**src/hdl/pip_pkg.sv**
```systemverilog
// shared types and constants for the polygon hit-test block
`default_nettype none
package pip_pkg;

	localparam int COORD_BITS   = 16;
	localparam int MAX_VERTICES = 64;
	localparam int CNT_W        = $clog2(MAX_VERTICES + 1);
	localparam int ADDR_W       = $clog2(MAX_VERTICES);

	localparam logic [1:0] MODE_CLEAR  = 2'd0;
	localparam logic [1:0] MODE_APPEND = 2'd1;
	localparam logic [1:0] MODE_QUERY  = 2'd2;

	typedef struct packed {
		logic [1:0]                   mode;
		logic signed [COORD_BITS-1:0] x_coord;
		logic signed [COORD_BITS-1:0] y_coord;
	} req_item_t;

	typedef struct packed {
		logic                         inside_res;
		logic signed [COORD_BITS-1:0] box_min_x;
		logic signed [COORD_BITS-1:0] box_min_y;
		logic signed [COORD_BITS-1:0] box_max_x;
		logic signed [COORD_BITS-1:0] box_max_y;
		logic [CNT_W-1:0]             count_now;
		logic                         dropped;
	} rsp_item_t;

	typedef struct packed {
		logic signed [COORD_BITS-1:0] x;
		logic signed [COORD_BITS-1:0] y;
	} vtx_t;

	typedef struct packed {
		logic start;
		logic issue;
		logic last;
	} edge_ctl_t;

endpackage
`default_nettype wire

```
**src/hdl/pip_edge_unit.sv**
```systemverilog
// edge crossing pipeline: cross-multiplied side test and crossing parity
`default_nettype none
module pip_edge_unit
	import pip_pkg::*;
(
	input  wire logic      clk,
	input  wire logic      arst_n,
	input  wire edge_ctl_t ctl,
	input  wire vtx_t      rd_vtx,
	input  wire vtx_t      first_vtx,
	input  wire vtx_t      point,
	output logic           odd,
	output logic           busy
);

	localparam int DW = COORD_BITS + 1;
	localparam int PW = 2 * DW;

	logic                 v_s1, last_s1;
	vtx_t                 prev_q;
	vtx_t                 endp;
	logic                 strad;
	logic signed [DW-1:0] dy, dpx, dex, dpy;
	logic signed [PW-1:0] lhs, rhs;
	logic                 dpos;

	logic                 v_s2, strad_s2, dpos_s2;
	logic signed [PW-1:0] lhs_s2, rhs_s2;
	logic                 hit;
	logic                 odd_q;

	always_comb begin
		endp  = last_s1 ? first_vtx : rd_vtx;
		strad = ($signed(prev_q.y) > $signed(point.y)) != ($signed(endp.y) > $signed(point.y));
		dy    = {endp.y[COORD_BITS-1], endp.y} - {prev_q.y[COORD_BITS-1], prev_q.y};
		dpx   = {point.x[COORD_BITS-1], point.x} - {prev_q.x[COORD_BITS-1], prev_q.x};
		dex   = {endp.x[COORD_BITS-1], endp.x} - {prev_q.x[COORD_BITS-1], prev_q.x};
		dpy   = {point.y[COORD_BITS-1], point.y} - {prev_q.y[COORD_BITS-1], prev_q.y};
		lhs   = dpx * dy;
		rhs   = dex * dpy;
		dpos  = !dy[DW-1] && (dy != '0);
	end

	// sense of the comparison follows the sign of the edge's y span
	assign hit = dpos_s2 ? (lhs_s2 < rhs_s2) : (rhs_s2 < lhs_s2);

	always_ff @(posedge clk or negedge arst_n) begin
		if (!arst_n) begin
			v_s1    <= 1'b0;
			last_s1 <= 1'b0;
			v_s2    <= 1'b0;
			odd_q   <= 1'b0;
		end else begin
			v_s1    <= ctl.issue;
			last_s1 <= ctl.issue && ctl.last;
			v_s2    <= v_s1;
			if (ctl.start) begin
				odd_q <= 1'b0;
			end else if (v_s2 && strad_s2 && hit) begin
				odd_q <= !odd_q;
			end
		end
	end

	always_ff @(posedge clk) begin
		if (ctl.start) begin
			prev_q <= first_vtx;
		end else if (v_s1) begin
			prev_q <= endp;
		end
		strad_s2 <= strad;
		dpos_s2  <= dpos;
		lhs_s2   <= lhs;
		rhs_s2   <= rhs;
	end

	assign odd  = odd_q;
	assign busy = v_s1 || v_s2;

endmodule
`default_nettype wire

```
**config.mk**
```make
export PLATFORM = sky130hd
export DESIGN_NAME = pip_edge_unit
export DESIGN_NICKNAME = d
export VERILOG_FILES = /design/src/hdl/pip_pkg.sv /design/src/hdl/pip_edge_unit.sv
export SDC_FILE = /design/constraint.sdc
export NUM_CORES = 2
export LEC_CHECK = 0
export BUFFER_PORTS_ARGS = -buffer_cell sky130_fd_sc_hd__clkbuf_2
export CAP_MARGIN = 25
export CORE_ASPECT_RATIO = 0.8
export CORE_MARGIN = 5
export CORE_UTILIZATION = 45
export DETAILED_ROUTE_END_ITERATION = 6
export PLACE_DENSITY = 0.65
export SLEW_MARGIN = 20
export SYNTH_ARGS = -nofsm -noshare
export SYNTH_HDL_FRONTEND = slang
export SYNTH_SLANG_ARGS = --single-unit
```
**constraint.sdc**
```tcl
create_clock -name clk -period 7.83 [get_ports clk]
set_clock_uncertainty 0.05 [all_clocks]
set_input_delay 0.3915 -clock clk [delete_from_list [all_inputs] [get_ports clk]]
set_output_delay 0.3915 -clock clk [all_outputs]
set_load 0.01 [all_outputs]
```
==> metrics <==
Syn Area/Cell=9.11 um^2; CTS Sinks=106; Tightest Hold Check Type=in2reg; Ys Warns=0; R2R setup slack=-0.33 ns; Arrival @ worst endpoint=8.43 ns; share of the synthesized area in the top cell type=41.2%; vias per cell=5.13; RD Place Congestion=0.971; Worst setup SP type=register; outcome=finished, violations left; syn_nets=4,160; Critical Setup Path Class=reg2reg; CTS root buffer=clkbuf_16; Post-Syn Area=28,900 um^2; Most used DFF post-synth=dfxtp_1; first-pass iteration count of the detailed router=7; clk_lat worst skew=0.39 ns; DRC errors left=0; Die Wd=294 um; Bufs on Longest Clock Path=2; Num CTS Buffers=9; Die ar.=69,500 um^2; sequential area share after synthesis=8.51%; setup TNS=-4.53 ns; violations in the final reports=setup timing; initial antenna violation count=3; highest clock rate=123 MHz; Crit Path Max Fanout=7; total core area=64,000 um^2; max cap viols=0; first-pass GRT wire length=134,000 um; routed wire length=84,700 um; number of global-route vias before repair=24.6k; post-synth top area cell=fa_1; # rows=83; Routed WL per cell=18.3 um; largest net degree at the start of global routing=35; Routed Antenna Nets=0; filler cell count in the final layout=5,589; CTS tree=built; Iteration-0 DRC Markers=1,648; initial core utilization=45.2%; Synth area leaders=fa_1, ha_1, inv_1; H-tree levels=3; Layout area overhead=27.1%; Tmin final=8.16 ns; Clock Pin Slew Worst Setup and Hold Paths=0.08 ns; share of cells above drive strength 1=26.8%; Post-synth EDFFs=32; RSZ-0062 raised after global routing=yes; Max Slew Vio Count=0; Post-Synthesis Cells=3,178; Nets=4,754; worst slew pin tran=1.01 ns; Final WS setup=-0.328 ns; Slowest cell on crit path=fa_1; IO Count=103; Crit. End Element=register; Seq cells post-synth=106; Final Cycle Share=104%; required time worst endpoint=8.10 ns; total global routing overflow=0; Slew HR=32.2%; gr usage total=24.6%; crit-path max cell delay=0.54 ns; vias=23.7k; Post-DP HPWL=71,600 um; Setup Viol. Count Final=24; # port buffers=102; Async SR Flop Fraction=3.77%; Die H=237 um; final hold violations=0; Synth cell types=69
-- sequential cells by signal, indices dropped and copies added (netlist names) --
name,flops
lhs_s2,34
rhs_s2,34
prev_q,32
dpos_s2,1
last_s1,1
odd,1
strad_s2,1
v_s1,1
v_s2,1
-- placed cells by master, fill, tap and decap left out, types with 11 or more instances in the layout --
cell      count
a21o_1       50
a21oi_1      50
a21oi_2      33
and2_1       61
buf_12       24
buf_4       473
buf_6        56
clkbuf_2    102
dfxtp_1      70
edfxtp_1     32
fa_1        577
fa_2         19
ha_1        250
ha_4         28
inv_1       700
inv_2        18
mux2_2       55
nand2_1     341
nand2_2      12
nand2b_1     35
nand3_1      28
nand4_1      14
nor2_1      211
nor2_2       18
nor2b_1      47
nor3_1       25
o21a_1       24
o21ai_0      29
o21ai_1      12
o21ai_2      16
o21bai_1     13
or2_2        11
xnor2_1      92
xnor2_2      15
xor2_1       34
-- cell families after synthesis --
family	after synthesis	share of synthesized area, %
xor gates and xnor gates	146	4.47
and+or+nand+nor	861	13.2
DFF	106	8.51
AOI/OAI and AO/OA	317	7.19
muxes	68	2.62
buffers and inverters	799	10.4
adders and majority gates	881	53.5
-- final cells by class --
| class | count | area, um^2 | area share (%) |
|---|---|---|---|
| Multi-Input combinational cell | 2273 | 25000 | 67.9 |
| Tap cell | 850 | 1060 | 2.89 |
| Sequential cell | 106 | 2460 | 6.70 |
| Clock buffer | 10 | 229 | 0.622 |
| Clock inverter | 6 | 55.1 | 0.150 |
| Inverter | 720 | 2710 | 7.35 |
| Timing Repair Buffer | 662 | 5290 | 14.4 |
| Antenna cell | 1 | 2.50 | 0.00680 |
-- timing repair --
| item | in CTS | in global routing |
|---|---|---|
| buffers inserted | 57 | 42 |
| hold endpoints to repair | 4 | 0 |
| endpoints found under the setup margin | 29 | 33 |
| resized for setup | 185 | 186 |
| hold buffers | 1 | 0 |
| pin swaps | 111 | 141 |
-- worst paths after layout --
check | from | to | cells past startpoint
max | last_s1 | lhs_s2[32] | 36
min | ctl[1] | v_s1 | 1
max reg2reg | last_s1 | lhs_s2[32] | 36
min reg2reg | v_s1 | v_s2 | 0
max in group asynchronous | arst_n | last_s1 | 2
min in group asynchronous | arst_n | v_s1 | 2
-- worst max-delay path: cells and delay by family, from the launching register on --
kind | cells | cell delay, ns
compound gates | 9 | 1.71
fa+ha+maj | 8 | 3.40
buf+inv | 9 | 1.13
simple gates | 7 | 0.71
xor+xnor | 2 | 0.29
mux | 1 | 0.33
flops | 1 | 0.46
-- synth_stat cells, types with 37 or more instances --
| master | instances |
|---|---|
| inv_1 | 719 |
| fa_1 | 596 |
| nand2_1 | 358 |
| ha_1 | 285 |
| nor2_1 | 234 |
| xnor2_1 | 108 |
| a21oi_1 | 90 |
| dfxtp_1 | 70 |
| clkbuf_1 | 67 |
| and2_1 | 66 |
| mux2_2 | 61 |
| o21ai_0 | 56 |
| nor2b_1 | 52 |
| a21o_1 | 51 |
| nand2b_1 | 37 |
-- through the flow --
| step | std cells | cell area [um^2] | setup slack, ns | utilization [%] | hold WS, ns |
|---|---|---|---|---|---|
| global placement | 4524 | 34200 | -0.694 | 53.5 | 0.229 |
| detailed placement | 4524 | 34200 | -0.703 | 53.5 | 0.228 |
| finish | 4628 | 36800 | -0.328 | 57.5 | 0.0688 |
| global route | 4627 | 36800 | -0.649 | 57.5 | 0.0651 |
| CTS | 4596 | 35800 | -0.243 | 55.9 | 0.0589 |
| floorplan | 3178 | 29200 | -0.0814 | - | 0.0459 |
-- routing by layer --
layer	GRT usage [%]	vias to the layer above	part of all wire, %
met1	36.5	11900	44
met3	6.66	109	10
met5	0	-	0.037
met4	5.92	4	2.7
li1	-	10900	-
met2	36.1	827	43
Power is left out: the tool's default activity adds up to more than one toggle a clock period on the data nets, which glitch-free logic cannot reach.
